**config.mk**
```make
export PLATFORM = sky130hd
export DESIGN_NAME = clcu_div_chain
export DESIGN_NICKNAME = d
export VERILOG_FILES = /design/src/rtl/clcu_div_cell.sv /design/src/rtl/clcu_div_chain.sv
export SDC_FILE = /design/constraint.sdc
export NUM_CORES = 2
export LEC_CHECK = 0
export BUFFER_PORTS_ARGS = -buffer_cell sky130_fd_sc_hd__buf_2
export CORE_MARGIN = 1
export CORE_UTILIZATION = 55
export DETAILED_ROUTE_END_ITERATION = 7
export PLACE_DENSITY_LB_ADDON = 0.08
export SLEW_MARGIN = 20
export SYNTH_ARGS = -nofsm -noshare
export SYNTH_HDL_FRONTEND = slang
export SYNTH_SLANG_ARGS = --single-unit
```
**constraint.sdc**
```tcl
create_clock -name clk -period 3.35 [get_ports clk]
set_input_delay 0.67 -clock clk [delete_from_list [all_inputs] [get_ports clk]]
set_output_delay 0.67 -clock clk [all_outputs]
set_load 0.05 [all_outputs]
```
**src/rtl/clcu_div_cell.sv**
```systemverilog
// ----------------------------------------------------------------------------
// clcu_div_cell
// One restoring division step: retires one numerator bit per cycle.
// ----------------------------------------------------------------------------
module clcu_div_cell #(
    parameter int NW = 64,
    parameter int DW = 16,
    parameter int QW = 32,
    parameter int PW = 1
) (
    input  logic          clk,
    input  logic          rst_n,
    input  logic [DW-1:0] divisor,
    input  logic          in_valid,
    input  logic [DW-1:0] in_rem,
    input  logic [NW-1:0] in_num,
    input  logic [QW-1:0] in_quo,
    input  logic [PW-1:0] in_pay,
    output logic          out_valid,
    output logic [DW-1:0] out_rem,
    output logic [NW-1:0] out_num,
    output logic [QW-1:0] out_quo,
    output logic [PW-1:0] out_pay
);
    logic          valid_reg;
    logic [DW-1:0] rem_reg, rem_next;
    logic [NW-1:0] num_reg, num_next;
    logic [QW-1:0] quo_reg, quo_next;
    logic [PW-1:0] pay_reg;
    logic [DW:0]   trial, diff;
    logic          ge;

    always_comb
    begin
        trial    = {in_rem, in_num[NW-1]};
        diff     = trial - {1'b0, divisor};
        ge       = (trial >= {1'b0, divisor});
        rem_next = ge ? diff[DW-1:0] : trial[DW-1:0];
        num_next = {in_num[NW-2:0], 1'b0};
        quo_next = {in_quo[QW-2:0], ge};
    end

    always_ff @(posedge clk or negedge rst_n)
    begin
        if (!rst_n)
        begin
            valid_reg <= 1'b0;
        end
        else
        begin
            valid_reg <= in_valid;
        end
    end

    always_ff @(posedge clk)
    begin
        rem_reg <= rem_next;
        num_reg <= num_next;
        quo_reg <= quo_next;
        pay_reg <= in_pay;
    end

    assign out_valid = valid_reg;
    assign out_rem   = rem_reg;
    assign out_num   = num_reg;
    assign out_quo   = quo_reg;
    assign out_pay   = pay_reg;
endmodule

```
**src/rtl/clcu_div_chain.sv**
```systemverilog
// ----------------------------------------------------------------------------
// clcu_div_chain
// Row of division cells: unsigned pipelined divider, one item per cycle.
// ----------------------------------------------------------------------------
module clcu_div_chain #(
    parameter int NW = 64,
    parameter int DW = 16,
    parameter int QW = 32,
    parameter int PW = 1
) (
    input  logic          clk,
    input  logic          rst_n,
    input  logic [DW-1:0] divisor,
    input  logic          in_valid,
    input  logic [NW-1:0] in_num,
    input  logic [PW-1:0] in_pay,
    output logic          out_valid,
    output logic [QW-1:0] out_quo,
    output logic [PW-1:0] out_pay
);
    logic          valid_s [NW+1];
    logic [DW-1:0] rem_s   [NW+1];
    logic [NW-1:0] num_s   [NW+1];
    logic [QW-1:0] quo_s   [NW+1];
    logic [PW-1:0] pay_s   [NW+1];

    assign valid_s[0] = in_valid;
    assign rem_s[0]   = '0;
    assign num_s[0]   = in_num;
    assign quo_s[0]   = '0;
    assign pay_s[0]   = in_pay;

    for (genvar k = 0; k < NW; k++)
    begin : g_cell
        clcu_div_cell #(
            .NW(NW), .DW(DW), .QW(QW), .PW(PW)
        ) u_cell (
            .clk      (clk),
            .rst_n    (rst_n),
            .divisor  (divisor),
            .in_valid (valid_s[k]),
            .in_rem   (rem_s[k]),
            .in_num   (num_s[k]),
            .in_quo   (quo_s[k]),
            .in_pay   (pay_s[k]),
            .out_valid(valid_s[k+1]),
            .out_rem  (rem_s[k+1]),
            .out_num  (num_s[k+1]),
            .out_quo  (quo_s[k+1]),
            .out_pay  (pay_s[k+1])
        );
    end

    assign out_valid = valid_s[NW];
    assign out_quo   = quo_s[NW];
    assign out_pay   = pay_s[NW];
endmodule

```
==> results.cfg <==
[timing]
setup_tns_ps = 0
fin_skew_ps = 86.1
slew_headroom_pct = 41.8
drv_slew = 0
finalSetupViolCount = 0
rsz0062_at_grt = false
fmax_mhz = 320
period_minus_slack_ps = 3120
finalHoldViolCount = 0
worst_slew_pin_slew_ps = 866
fin_ws_ps = 229
fin_crit_sh_pct = 93.2

[critical_path]
r2r-start = g_cell[30].u_cell.out_rem[0]$_DFF_P_
endpoint_kind = flop
rr_endpoint = g_cell[31].u_cell.out_rem[14]$_DFF_P_
max_stage_delay_ps = 380
cp_slowest_cell = o41a_1
cp_max_fo = 11
critPathArrivalTime_ps = 3910
crit_chain = buf_4, buf_12, buf_4, ha_1, fa_1, nor2b_1, o21a_1, o21ai_0, a21oi_1, o21ai_0, a21oi_1, o41a_1, or3_1, a31o_2
crit_family = compound AO/OA/AOI/OAI gates
path_class = input port to flop
cp.required_ps = 4140
worst_setup_path_start_kind = input port
worstRegToRegCells = 11
critPathBufInv = 3
r2r_slack_ps = 250

[clock_tree]
htree_levels = 5
insertion_delay_ps = 950
cts_resized = 0
cts.root.buffer_cell = clkbuf_16
numCtsBuffers = 361
cts_sinks = 3680
clk_pin_slew_ps = 70
postCtsSetupBuffers = 0
cts_buffer_depth = 4
cts_tree = built

[route]
wl_met2_um = 138000
drc_errors = 0
wl_um = 287000
vias_per_cell = 5.19
wl_met1_um = 130000
vias = 86000
wl_met3_um = 10100
wl_per_cell_um = 17.3
detail_route.iter0.violations = 4026
dr.pass1.iters = 6
top_layer_used = met5
ant_nets = 0

[grt]
overflow = 0
antenna_found_initial = 4
first_global_vias = 88200
grt_max_degree = 41
grt_pass1_wl_um = 458000
grt_use_total_pct = 24.1

[logic_synthesis]
synth_xor_area_share_pct = 5.10
yosysSeqAreaShare_pct = 57.5
synth_top_family_by_area = compound AO/OA/AOI/OAI gates
synth_ff_type = dfxtp_1
synth_area_um2 = 129000
netlist_top_cells_count = dfxtp_1, ha_1, a21oi_1
synthArstFlopShare_pct = 1.74
yosys_warnings = 0
synth-compound-area-share_pct = 11.5
synth_cell_types = 102
synthMuxAreaShare_pct = 5.92
synth_area_leader_cell = dfxtp_1
synth.top_cell.area_share_pct = 56.2
synth-edff-count = 0
avgSynthCellArea_um2 = 11.7
ys_ff_latch = 3680
synthSimpleGateAreaFrac_pct = 7.72
syn_inst = 11000
syn-num-nets = 12200
synthAdderAreaFrac_pct = 10.8
synth_area_leaders = dfxtp_1, ha_1, mux2_2, xnor2_1, a21oi_1
synth_most_common_cell = dfxtp_1

[power]
power_uw = 172000
switching_power_uw = 54900
swShare_pct = 31.8
powerDensity_nw_per_um2 = 1060
ir_drop_uv = 788
pwr-share-clk_pct = 23.6
power_frac_comb_pct = 41.8
p_leak_uw = 0.0735
internal_power_uw = 118000
seqPwrFrac_pct = 34.6

[min_path]
hold_path.class = input port to flop
min_to = g_cell[0].u_cell.out_rem[15]$_SDFF_PP0_
holdPathStages = 3
hold_start = divisor[15]

[job]
maxCapViolations = 0

[outcome]
status = completed

[placed_design]
place_congestion = 0.897
hpwl_um = 206000
dp_cells = 15900
post-place-ws_ps = -595
io_buffer_count = 117

[cells_and_area]
syn_to_final_growth_pct = 26.0
fin_cells = 16600
nets = 14400
drive_above_1_share_pct = 25.3

[floorplanning]
initial_core_util_pct = 55.4
num_rows = 177
coreArea_um2 = 233000
die_h_um = 486
die_w_um = 486
die_area_um2 = 236000
io_pins = 118
## cell usage in the layout, fill, tap and decap left out, drive strengths merged, types with 78 or more instances in the layout
cell	n
o21a	128
xor2	263
buf	1912
nor3	203
inv	381
xnor2	486
ha	1010
o21ai	538
mux2	610
nor2b	126
a21o	302
a31oi	80
clkbuf	504
nand4	133
dfxtp	3616
nor2	562
o21bai	78
nand2b	115
nand3	132
nand2	536
a21oi	651
## repair_timing
item | 4_1_cts | 5_1_grt
hold buffers | 67 | 0
setup endpoints to repair | 0 | 0
endpoints found under the hold margin | 104 | 0
## layer usage
metal / up-vias / track usage, %
li1: 43400 / -
met3: 554 / 2.97
met4: 2 / 7.92
met5: - / 0
met2: 1569 / 41.7
met1: 40500 / 30.9
## state kept, by name, indices dropped and copies added, names as in the netlist
signal	flops
g_cell.u_cell.out_valid	64
g_cell.u_cell.out_num	2016
g_cell.u_cell.out_rem	1008
g_cell.u_cell.out_pay	64
g_cell.u_cell.out_quo	528
## worst register-to-register path: stages, from the launching register on
cell and delay, ps:
dfxtp_1 420, ha_1 280, nor2b_4 130, o31a_1 280, o31ai_4 260, a211oi_1 130
o21a_1 200, or3_1 350, a21o_1 210, a31oi_4 160, buf_12 170, mux2_2 340
## per-stage QoR
| step | hold WS (ps) | util (%) | cell area (um2) |
|---|---|---|---|
| finish | 106 | 69.8 | 162000 |
| global route | 75.8 | 69.8 | 162000 |
| CTS | 44.8 | 69.8 | 162000 |
| detailed placement | 312 | 64.3 | 149000 |
| global placement | 309 | 64.3 | 149000 |
| floorplan | 310 | - | 132000 |
## cell families after synthesis
group,after synthesis
compound gates,2282
mux,683
simple gates,2071
buf+inv,492
xor+xnor,749
flops,3680
fa+ha+maj,1072
## how the worst max path moves through the flow
stage | startpoint | endpoint | slack (ps) | cells past startpoint
final | divisor[0] | g_cell[47].u_cell.out_rem[14]$_DFF_P_ | 230 | 14
after detailed placement | divisor[0] | g_cell[47].u_cell.out_rem[14]$_DFF_P_ | -600 | 14
after global routing | divisor[0] | g_cell[47].u_cell.out_rem[12]$_DFF_P_ | 10 | 15
after CTS | g_cell[30].u_cell.out_rem[0]$_DFF_P_ | g_cell[31].u_cell.out_rem[14]$_DFF_P_ | 260 | 11
after floorplan | divisor[1] | g_cell[31].u_cell.out_rem[10]$_DFF_P_ | -1860 | 13
after global placement | divisor[0] | g_cell[47].u_cell.out_rem[14]$_DFF_P_ | -570 | 14
## power groups by stage
stage	Sequential, uW	Combinational [uW]	Clock (uW)
after floorplan	58500	49300	0
after global routing	60500	79200	43600
after global placement	60300	69500	0
final	59600	72100	40700
after detailed placement	60400	71300	0
after CTS	59700	72100	41700
## final cells by class
class	instances	area [um2]
antenna	2	5.00
clock buffer	504	10300
clock inverter	137	1780
fill	16700	70300
inverter	358	1350
multi-input combinational	6857	55000
sequential	3680	74000
tap	3043	3810
timing repair buffer	1979	16000
(Power assumes the default switching activity.)
