==> src/rtl/clcu_pkg.sv <==
// ----------------------------------------------------------------------------
// clcu_pkg
// Types and constants shared by the circle lookahead unicycle command unit.
// ----------------------------------------------------------------------------
package clcu_pkg;

    typedef struct packed {
        logic signed [15:0] heading;
        logic [31:0]        time_ms;
    } in_t;

    typedef struct packed {
        logic [31:0]        stamp_ms;
        logic signed [31:0] linear_speed;
        logic signed [31:0] turn_rate;
        logic               saturated;
    } out_t;

    // Register indexes of the write port
    localparam logic [1:0] REG_RADIUS  = 2'd0;
    localparam logic [1:0] REG_PERIOD  = 2'd1;
    localparam logic [1:0] REG_FORWARD = 2'd2;
    localparam logic [1:0] REG_LATERAL = 2'd3;

    // CORDIC datapath widths: x/y in Q2.30 with headroom, z in turns
    localparam int XW = 34;
    localparam int ZW = 33;

    localparam logic signed [XW-1:0] CORDIC_START  = 34'sd652032874;
    localparam logic signed [30:0]   TURN_PER_RAD  = 31'sd683565276;
    localparam logic [36:0]          SPEED_CONST   = 37'd105414357067;

    // atan(2^-i) in turns (2^32 per revolution)
    function automatic logic [31:0] atan_turn(input int idx);
        logic [31:0] r;
        case (idx)
            0:  r = 32'h20000000;
            1:  r = 32'h12E4051E;
            2:  r = 32'h09FB385B;
            3:  r = 32'h051111D4;
            4:  r = 32'h028B0D43;
            5:  r = 32'h0145D7E1;
            6:  r = 32'h00A2F61E;
            7:  r = 32'h00517C55;
            8:  r = 32'h0028BE53;
            9:  r = 32'h00145F2F;
            10: r = 32'h000A2F98;
            11: r = 32'h000517CC;
            12: r = 32'h00028BE6;
            13: r = 32'h000145F3;
            14: r = 32'h0000A2F9;
            15: r = 32'h0000517D;
            16: r = 32'h000028BE;
            17: r = 32'h0000145F;
            18: r = 32'h00000A30;
            19: r = 32'h00000518;
            20: r = 32'h0000028C;
            21: r = 32'h00000146;
            22: r = 32'h000000A3;
            23: r = 32'h00000051;
            default: r = 32'h0;
        endcase
        return r;
    endfunction

endpackage

==> src/rtl/clcu_cordic_cell.sv <==
// ----------------------------------------------------------------------------
// clcu_cordic_cell
// One rotation-mode CORDIC micro-rotation, registered.
// ----------------------------------------------------------------------------
module clcu_cordic_cell #(
    parameter int STEP = 0,
    parameter int PW   = 1
) (
    input  logic clk,
    input  logic rst_n,
    input  logic in_valid,
    input  logic signed [clcu_pkg::XW-1:0] in_x,
    input  logic signed [clcu_pkg::XW-1:0] in_y,
    input  logic signed [clcu_pkg::ZW-1:0] in_z,
    input  logic [PW-1:0] in_pay,
    output logic out_valid,
    output logic signed [clcu_pkg::XW-1:0] out_x,
    output logic signed [clcu_pkg::XW-1:0] out_y,
    output logic signed [clcu_pkg::ZW-1:0] out_z,
    output logic [PW-1:0] out_pay
);
    import clcu_pkg::*;

    localparam logic signed [ZW-1:0] ATAN = $signed({1'b0, atan_turn(STEP)});

    logic                 valid_reg;
    logic signed [XW-1:0] x_reg, x_next, y_reg, y_next, xs, ys;
    logic signed [ZW-1:0] z_reg, z_next;
    logic [PW-1:0]        pay_reg;

    always_comb
    begin
        xs = in_x >>> STEP;
        ys = in_y >>> STEP;
        if (!in_z[ZW-1])
        begin
            x_next = in_x - ys;
            y_next = in_y + xs;
            z_next = in_z - ATAN;
        end
        else
        begin
            x_next = in_x + ys;
            y_next = in_y - xs;
            z_next = in_z + ATAN;
        end
    end

    always_ff @(posedge clk or negedge rst_n)
    begin
        if (!rst_n)
        begin
            valid_reg <= 1'b0;
        end
        else
        begin
            valid_reg <= in_valid;
        end
    end

    always_ff @(posedge clk)
    begin
        x_reg   <= x_next;
        y_reg   <= y_next;
        z_reg   <= z_next;
        pay_reg <= in_pay;
    end

    assign out_valid = valid_reg;
    assign out_x     = x_reg;
    assign out_y     = y_reg;
    assign out_z     = z_reg;
    assign out_pay   = pay_reg;
endmodule

==> config.mk <==
export PLATFORM = sky130hd
export DESIGN_NAME = clcu_cordic_cell
export DESIGN_NICKNAME = d
export VERILOG_FILES = /design/src/rtl/clcu_pkg.sv /design/src/rtl/clcu_cordic_cell.sv
export SDC_FILE = /design/constraint.sdc
export NUM_CORES = 1
export LEC_CHECK = 0
export BUFFER_PORTS_ARGS = -buffer_cell sky130_fd_sc_hd__buf_2
export CORE_ASPECT_RATIO = 1.75
export CORE_MARGIN = 8
export CORE_UTILIZATION = 25
export CTS_BUF_LIST = sky130_fd_sc_hd__clkbuf_16
export DETAILED_ROUTE_END_ITERATION = 12
export SLEW_MARGIN = 20
export SYNTH_ARGS = -nofsm -noshare
export SYNTH_HDL_FRONTEND = slang
export SYNTH_SLANG_ARGS = --single-unit
==> constraint.sdc <==
create_clock -name clk -period 1 [get_ports clk]
set_clock_uncertainty 0.05 [all_clocks]
set_input_delay 0.1 -clock clk [delete_from_list [all_inputs] [get_ports clk]]
set_output_delay 0.1 -clock clk [all_outputs]
set_load 0.01 [all_outputs]
==> impl_metrics.env, run 1 <==
export IMPL_syn_avg_cell_area_um2=8.02
export IMPL_initial_core_util_pct=25.2
export IMPL_final_cell_mix="buf_4 (357), buf_2 (138), buf_6 (101), a21oi_1 (84), nor2_1 (82)"
export IMPL_path_clk_slew_ns=0.08
export IMPL_violations="negative setup slack"
export IMPL_syn_area_um2=8070
export IMPL_cts_buffer_depth=2
export IMPL_grt_start_max_net_pins=23
export IMPL_syn_to_final_growth_pct=91.9
export IMPL_cts_tree="built"
export IMPL_leakage_nw=7.16
export IMPL_grt_pass1_wl_mm=56.4
export IMPL_post_drt_wl_per_cell_um=18.9
export IMPL_die_y_um=254
export IMPL_rows=87
export IMPL_synth_seq_cells=102
export IMPL_synth_edf_count=0
export IMPL_rsz0062_at_grt="yes"
export IMPL_ant_nets=0
export IMPL_critPathBufInv=1
export IMPL_port_buffer_count=207
export IMPL_dr_pass1_iters=5
export IMPL_vias=9818
export IMPL_vias_per_cell=4.85
export IMPL_crit_fanout=3
export IMPL_worstPathCellList="buf_8 -> ha_4 -> fa_2 -> and2b_4 -> o311ai_4 -> a31oi_2 -> o2111ai_2 -> a31oi_4 -> a21bo_1 -> a221o_1 -> mux2i_1 -> xnor2_1"
export IMPL_cts_sinks=102
export IMPL_ir_worst_vdd_v=0.00101
export IMPL_hold_viol=0
export IMPL_grt_busiest_layer="met2"
export IMPL_status="finished, violations left"
export IMPL_yosysSeqAreaShare_pct=25.4
export IMPL_setup_tns_ns=-61.52
export IMPL_fin_crit_sh_pct=250
export IMPL_dpl_worst_slack_ns=-1.97
export IMPL_synthesis_instances=1007
export IMPL_antenna_cells=0
export IMPL_slew_headroom_pct=60.8
export IMPL_setup_violations=68
export IMPL_met1_usage_pct=16.2
export IMPL_crit_family="compound AO/OA/AOI/OAI gates"
export IMPL_antenna_found_initial=0
export IMPL_synth_ff_type="dfxtp_1"
export IMPL_met3_usage_pct=2.85
export IMPL_grt_ovfl_total=0
export IMPL_drt_iter0_markers=462
export IMPL_core_area_um2=32000
export IMPL_final_common_cell="buf_4"
export IMPL_grt_use_met2_pct=37.4
export IMPL_die_area_um2=38500
export IMPL_finalCriticalPeriod_ns=2.50
export IMPL_cts_root_buf="clkbuf_16"
export IMPL_cp_required_ns=1.25
export IMPL_async_flop_share_pct=0.980
export IMPL_routed_wl_mm=38.2
export IMPL_path_class="in -> reg"
export IMPL_pwr_density_cell_nw_per_um2=1220
export IMPL_hpwlAfterDp_mm=30.7
export IMPL_max_cap_violations=0
export IMPL_cp_end_kind="flip-flop"
export IMPL_layout_setup_ws_ns=-1.50
export IMPL_tightestPinTransition_ns=0.574
export IMPL_io_pins=208
export IMPL_slew_viol_final=0
export IMPL_die_x_um=152
export IMPL_fillers=3036
export IMPL_final_util_pct=48.4
export IMPL_drive_gt1_share_pct=57.7
export IMPL_max_freq_ghz=0.401
export IMPL_nNetsFinal=1829
export IMPL_synth_nets=1218
export IMPL_cpMaxStageDelayCell="fa_2"
export IMPL_numCtsBuffers=9
export IMPL_grt_pass1_vias=10500
export IMPL_arrival_ns=2.74
export IMPL_cp_start_kind="primary input"
export IMPL_synth_cell_types=77
export IMPL_track_usage_pct=18.8
export IMPL_hp_class="in -> reg"
export IMPL_htree_levels=3
export IMPL_finalWeightedCongestion=0.969
export IMPL_yosysWarnings=0
export IMPL_drc=0
export IMPL_max_stage_delay_ns=0.35
==> Yosys cell counts (all sizes together), types with 3 or more instances <==
master | instances | area (µm²)
a2111o | 3 | 33.8
a2111oi | 9 | 78.8
a211o | 5 | 43.8
a211oi | 15 | 123
a21o | 21 | 158
a21oi | 124 | 621
a221o | 4 | 40.0
a221oi | 4 | 41.3
a22oi | 3 | 22.5
a311oi | 3 | 32.5
a31oi | 8 | 56.3
a41oi | 3 | 26.3
and3 | 4 | 25.0
buf | 28 | 153
clkbuf | 17 | 65.1
clkinv | 3 | 11.3
dfxtp | 101 | 2020
fa | 4 | 80.1
ha | 102 | 1280
inv | 100 | 375
mux2i | 15 | 150
nand2 | 42 | 158
nand2b | 13 | 81.3
nand3 | 22 | 110
nand4 | 6 | 37.5
nor2 | 103 | 387
nor2b | 7 | 43.8
nor3 | 15 | 80.1
nor3b | 3 | 22.5
nor4 | 10 | 83.8
o211ai | 7 | 52.6
o21a | 6 | 45.0
o21ai | 59 | 303
o21ba | 3 | 30.0
o21bai | 20 | 150
o22ai | 4 | 25.0
o31ai | 12 | 95.1
o41a | 4 | 45.0
o41ai | 4 | 50.1
xnor2 | 56 | 490
xor2 | 10 | 87.6
==> repair_timing <==
action | CTS | global route
cloned | 0 | 0
endpoints found under the setup margin | 98 | 122
buffers inserted | 28 | 20
hold endpoints to repair | 35 | 2
resized for setup | 250 | 158
pin swaps | 104 | 88
hold buffers | 35 | 1
==> through the flow <==
stage	total power [mW]	area, µm²	hold slack [ns]	instances
global placement	12.9	12800	-0.176	1936
CTS	18.3	14700	-0.0189	2010
detailed placement	13.0	12800	-0.174	1936
global route	19.8	15500	-0.000817	2023
floorplan	8.96	8690	-0.246	1007
finish	18.9	15500	0.00527	2023
==> registers in the layout, indices dropped and copies added (netlist names) <==
register,flops
out_pay,1
out_valid,1
out_x,33
out_y,34
out_z,33
==> report_power, final <==
group          switching [mW]  internal (mW)  total [mW]
combinational            4.87           5.07        9.94
sequential              0.309           4.89        5.20
clock                    1.96           1.79        3.75
total                    7.14           11.7        18.9
==> path summary, 6_finish.rpt <==
check / cells past startpoint / from / slack [ns] / endpoint
setup / recovery: 12 / in_y[0] / -1.50 / out_y[26]
hold / removal: 2 / in_z[30] / 0.005 / out_z[30]
min in group asynchronous: 3 / rst_n / 0.51 / out_valid
max in group asynchronous: 3 / rst_n / 0.28 / out_valid
==> final cells by class <==
class,instances,area (µm²),share of cell area [%]
inverter,103,459,2.96
tap,400,500,3.23
sequential,102,2110,13.6
clock buffer,9,225,1.45
multi-input combinational,757,7030,45.4
clock inverter,7,81.3,0.525
timing repair buffer,645,5080,32.8
==> cell families (layout without fill, tap and decap cells) <==
| logic type | after synthesis | after routing | share of synthesized area, % |
|---|---|---|---|
| xor+xnor | 66 | 66 | 7.16 |
| flops | 102 | 102 | 25.4 |
| simple gates | 231 | 231 | 13.3 |
| buf+inv | 148 | 764 | 7.49 |
| compound gates | 338 | 338 | 27.8 |
| mux | 16 | 16 | 2.00 |
| fa+ha+maj | 106 | 106 | 16.8 |
==> metal layers <==
layer	part of all wire [%]	wire length [µm]
met5	0	0
met4	8.2	3150
met3	3.7	1400
met2	55	21200
met1	33	12500
Note: power is estimated with default switching activity, not from simulation.
==> run 2, diff against run 1 <==
==> constraint.sdc (replaced) <==
create_clock -name clk -period 2.4 [get_ports clk]
set_clock_uncertainty 0.05 [all_clocks]
set_input_delay 0.24 -clock clk [delete_from_list [all_inputs] [get_ports clk]]
set_output_delay 0.24 -clock clk [all_outputs]
set_load 0.02 [all_outputs]
==> run 2 against run 1 <==
The flow still finishes with violations (negative setup slack). Global-route usage decreased by 0.12 points. Total power shrank 61%. Sequential power shrank 60%. Hold slack gained 0.073 ns. Worst setup slack improved by 1.2 ns. Critical path type unchanged. Final cell count decreased by 4.1%. Wire length fell by 3.2%. Core utilization shrank 6.5 points. Die area unchanged. Combinational power shrank 63%. First-iteration DRC count is 3.0% lower.
==> impl_metrics.env, run 2 (synthesis gave the netlist of run 1 again) <==
export IMPL_status="finished, violations left"
export IMPL_violations="negative setup slack"
export IMPL_final_cell_mix="buf_4 (308), buf_2 (202), dfxtp_1 (101), a21oi_1 (98), nor2_1 (98)"
export IMPL_cpMaxStageDelayCell="fa_2"
export IMPL_cp_end_kind="flip-flop"
export IMPL_power_switching_mw=2.93
export IMPL_nNetsFinal=1746
export IMPL_final_util_pct=41.9
export IMPL_p_int_mw=4.37
export IMPL_hpwlAfterDp_mm=30.9
export IMPL_path_depth=14
export IMPL_switching_share_pct=40.1
export IMPL_cp_required_ns=2.64
export IMPL_max_cap_violations=0
export IMPL_grt_use_met2_pct=38.3
export IMPL_ir_worst_vdd_v=0.000464
export IMPL_pwr_share_seq_pct=28.6
export IMPL_hold_viol=0
export IMPL_hp_class="in -> reg"
export IMPL_vias_per_cell=4.88
export IMPL_max_stage_delay_ns=0.37
export IMPL_dpl_worst_slack_ns=-1.00
export IMPL_startpoint="in_x[0]"
export IMPL_initial_core_util_pct=25.2
export IMPL_grt_busiest_layer="met2"
export IMPL_die_y_um=254
export IMPL_drc=0
export IMPL_largest_reg_flops=34
export IMPL_final_cells=1940
export IMPL_clkPwrFrac_pct=20.8
export IMPL_path_class="in -> reg"
export IMPL_antenna_cells=0
export IMPL_dp_cells=1868
export IMPL_syn_to_final_growth_pct=66.1
export IMPL_routed_wl_mm=37.0
export IMPL_power_mw=7.31
export IMPL_io_pins=208
export IMPL_tightestPinTransition_ns=0.650
export IMPL_cts_root_buf="clkbuf_16"
export IMPL_ant_nets=0
export IMPL_vias=9462
export IMPL_grt_pass1_vias=10200
export IMPL_cp_start_kind="primary input"
export IMPL_slew_viol_final=0
export IMPL_rsz0062_at_grt="yes"
export IMPL_antenna_found_initial=0
export IMPL_crit_fanout=4
export IMPL_dr_pass1_iters=5
export IMPL_die_area_um2=38500
export IMPL_drt_iter0_markers=448
export IMPL_path_clk_slew_ns=0.07
export IMPL_stdcell_area_um2=13400
export IMPL_cts_buffer_depth=2
export IMPL_hp_start="in_y[0]"
export IMPL_pwr_density_cell_nw_per_um2=545
export IMPL_crit_family="compound AO/OA/AOI/OAI gates"
export IMPL_finalWeightedCongestion=0.958
export IMPL_endpoint="out_y[22]"
export IMPL_grt_pass1_wl_mm=55.7
export IMPL_arrival_ns=2.89
export IMPL_fin_crit_sh_pct=110
export IMPL_die_x_um=152
export IMPL_track_usage_pct=18.6
export IMPL_finalCriticalPeriod_ns=2.65
export IMPL_fillers=3252
export IMPL_met1_usage_pct=15.2
export IMPL_cts_tree="built"
export IMPL_grt_start_max_net_pins=75
export IMPL_drive_gt1_share_pct=44.5
export IMPL_critPathBufInv=3
export IMPL_core_area_um2=32000
export IMPL_worstPathCellList="buf_8 -> ha_4 -> fa_2 -> and2b_4 -> o311ai_4 -> a31oi_2 -> o2111ai_2 -> a31oi_4 -> a21bo_1 -> buf_4 -> buf_6 -> nor2_4 -> a21oi_2 -> xnor2_2"
export IMPL_comb_power_share_pct=50.6
export IMPL_post_drt_wl_per_cell_um=19.1
export IMPL_holdWs_ns=0.0780
export IMPL_cts_sinks=102
export IMPL_slew_headroom_pct=56.6
export IMPL_setup_tns_ns=-2.19
export IMPL_final_common_cell="buf_4"
export IMPL_port_buffer_count=207
export IMPL_rows=87
export IMPL_met3_usage_pct=2.64
export IMPL_max_freq_ghz=0.377
export IMPL_leakage_nw=6.45
export IMPL_numCtsBuffers=9
export IMPL_place_area_um2=11700
export IMPL_layout_setup_ws_ns=-0.251
export IMPL_setup_violations=18
export IMPL_grt_ovfl_total=0
export IMPL_htree_levels=3
run 2: final cells by class:
type,instances,area (µm²),share of cell area (%)
Multi-Input combinational cell,757,6270,46.8
Timing Repair Buffer,562,3900,29.1
Sequential cell,102,2050,15.3
Tap cell,400,500,3.73
Inverter,103,390,2.91
Clock buffer,9,225,1.68
Clock inverter,7,73.8,0.551
run 2: worst min-delay path, cell delays in order:
cell,delay [ns]
buf_6,0.08
ha_1,0.11
inv_1,0.03
run 2: how the worst min path moves through the flow:
stage | to | slack, ns | cells past startpoint
4_1_cts | out_y[0] | 0.06 | 3
2_1_floorplan | out_valid | -0.11 | 0
5_1_grt | out_y[0] | 0.08 | 3
6_report | out_y[0] | 0.08 | 3
3_5_place_dp | out_valid | -0.03 | 1
3_3_place_gp | out_valid | -0.04 | 1
run 2: routing by layer:
layer,wire (µm),up-vias
met5,0,-
met4,2980,0
met3,1110,138
met2,21200,286
met1,11700,4458
li1,-,4580
run 2: power groups by stage:
stage | Sequential [mW] | Combinational [mW] | Clock (mW)
final | 2.09 | 3.70 | 1.52
after global routing | 2.12 | 3.94 | 1.65
after CTS | 2.10 | 3.54 | 1.60
after detailed placement | 2.14 | 3.28 | 0
after floorplan | 2.52 | 1.29 | 0
after global placement | 2.13 | 3.27 | 0
run 2: what timing repair did:
action	CTS	global route
resized for setup	107	79
endpoints found under the hold margin	33	0
gates cloned	0	1
setup endpoints to repair	36	39
pin swaps	53	61
hold buffers	33	0
setup buffers	15	15
==> run 3, diff against run 2 <==
Settings changed: BUFFER_PORTS_ARGS -buffer_cell sky130_fd_sc_hd__buf_2 to -buffer_cell sky130_fd_sc_hd__buf_4, CTS_BUF_LIST sky130_fd_sc_hd__clkbuf_16 to unset.
==> run 3 against run 2 <==
The flow still finishes with violations (negative setup slack). Die area is the same. Via count shrank 0.32%. Sequential cell count is the same. Global-route usage shrank 0.20 points. Core utilization grew 1.3 points. Sequential share of layout area shrank 0.46 points. Largest cell class unchanged.
==> impl_metrics.env, run 3 (synthesis gave the netlist of run 1 again) <==
export IMPL_die_y_um=254
export IMPL_routed_wl_mm=36.7
export IMPL_grt_pass1_wl_mm=55.1
export IMPL_ant_nets=0
export IMPL_slew_viol_final=0
export IMPL_io_pins=208
export IMPL_core_area_um2=32000
export IMPL_met3_length_mm=1.29
export IMPL_cp_end_kind="flip-flop"
export IMPL_numCtsBuffers=9
export IMPL_initial_core_util_pct=25.2
export IMPL_final_cells=1940
export IMPL_die_x_um=152
export IMPL_crit_fanout=5
export IMPL_rsz0062_at_grt="yes"
export IMPL_finalWeightedCongestion=0.961
export IMPL_hpwlAfterDp_mm=30.5
export IMPL_cp_required_ns=2.62
export IMPL_arrival_ns=2.91
export IMPL_hold_viol=0
export IMPL_violations="negative setup slack"
export IMPL_port_buffer_count=207
export IMPL_rows=87
export IMPL_ir_worst_vdd_v=0.000387
export IMPL_htree_levels=3
export IMPL_tightestPinTransition_ns=0.676
export IMPL_syn_to_final_growth_pct=71.3
export IMPL_final_util_pct=43.2
export IMPL_path_clk_slew_ns=0.08
export IMPL_dr_pass1_iters=5
export IMPL_holdWs_ns=0.0810
export IMPL_cts_root_buf="clkbuf_16"
export IMPL_vias_per_cell=4.86
export IMPL_track_usage_pct=18.4
export IMPL_wl_met1_mm=11.5
export IMPL_grt_start_max_net_pins=35
export IMPL_drc=0
export IMPL_final_common_cell="buf_4"
export IMPL_dp_cells=1863
export IMPL_antenna_found_initial=2
export IMPL_post_drt_wl_per_cell_um=18.9
export IMPL_final_cell_mix="buf_4 (506), dfxtp_1 (101), a21oi_1 (98), nor2_1 (97), inv_1 (90)"
export IMPL_grt_ovfl_total=0
export IMPL_cts_tree="built"
export IMPL_slew_headroom_pct=54.8
export IMPL_fillers=3287
export IMPL_cts_sinks=102
export IMPL_max_cap_violations=0
export IMPL_grt_pass1_vias=10100
export IMPL_status="finished, violations left"
export IMPL_cts_buffer_depth=2
export IMPL_top_layer="met4"
export IMPL_layout_setup_ws_ns=-0.286
export IMPL_largest_reg_flops=34
export IMPL_nNetsFinal=1744
export IMPL_drive_gt1_share_pct=44.8
export IMPL_leakage_nw=6.58
export IMPL_hp_class="in -> reg"
export IMPL_finalCriticalPeriod_ns=2.69
export IMPL_setup_violations=19
export IMPL_met2_wirelength_mm=20.8
export IMPL_pwr_density_cell_nw_per_um2=544
export IMPL_vias=9432
export IMPL_max_freq_ghz=0.372
export IMPL_drt_iter0_markers=338
export IMPL_cp_start_kind="primary input"
export IMPL_fin_crit_sh_pct=112
export IMPL_path_class="in -> reg"
export IMPL_die_area_um2=38500
## run 3: cell count changes in the layout (fill, tap and decap cells not counted), moves of 3 or more
cell,change
o21ai_4,+4
buf_2,-202
ha_2,+3
o21ai_0,+5
o21ai_1,-8
buf_4,+198
## run 3: through the flow
stage	worst slack (ns)	cell area, µm²	power, mW	setup TNS (ns)
finish	-0.286	13800	7.53	-2.54
global route	-0.372	13800	7.95	-4.29
CTS	-0.218	13300	7.46	-2.17
detailed placement	-0.810	12200	5.64	-25.29
global placement	-0.808	12200	5.62	-24.92
floorplan	-0.242	8150	3.81	-1.00
## run 3: what timing repair did
item	in CTS	in global routing
hold buffers	33	0
setup buffers	17	17
endpoints found under the hold margin	33	0
endpoints found under the setup margin	34	35
pin swaps	37	50
gates resized for setup	78	93
gates cloned	0	0
## run 3: worst paths after layout
| kind | start | slack [ns] | cells after the start | to |
|---|---|---|---|---|
| setup / recovery | in_x[0] | -0.29 | 12 | out_y[26] |
| hold / removal | in_y[0] | 0.08 | 3 | out_y[0] |
| min in group asynchronous | rst_n | 0.12 | 2 | out_valid |
| max in group asynchronous | rst_n | 2.10 | 2 | out_valid |
## run 3: final cells by class
| type | instances | area (µm²) | area share [%] |
|---|---|---|---|
| Antenna cell | 2 | 5.00 | 0.0362 |
| Clock buffer | 9 | 225 | 1.63 |
| Clock inverter | 7 | 83.8 | 0.606 |
| Inverter | 103 | 392 | 2.83 |
| Multi-Input combinational cell | 757 | 6180 | 44.7 |
| Sequential cell | 102 | 2050 | 14.8 |
| Tap cell | 400 | 500 | 3.62 |
| Timing Repair Buffer | 560 | 4390 | 31.8 |
## run 3: power breakdown
group	leakage (nW)	internal, mW	switching, mW
Sequential	0.864	2.00	0.0911
Combinational	5.57	1.84	2.04
Clock	0.152	0.750	0.799
## run 3: worst max-delay path, cell delays in order
cell	delay [ns]
buf_8	0.10
ha_4	0.15
fa_2	0.36
and2b_4	0.19
o311ai_4	0.36
a31oi_2	0.17
o2111ai_2	0.29
a31oi_4	0.19
a21bo_1	0.23
a221o_1	0.34
mux2i_1	0.18
xnor2_1	0.09
## run 3: layer usage
| layer | global-route usage [%] | up-vias |
|---|---|---|
| met1 | 15.1 | 4445 |
| met5 | 0 | - |
| li1 | - | 4571 |
| met2 | 37.4 | 283 |
| met4 | 15.6 | 0 |
| met3 | 2.95 | 133 |
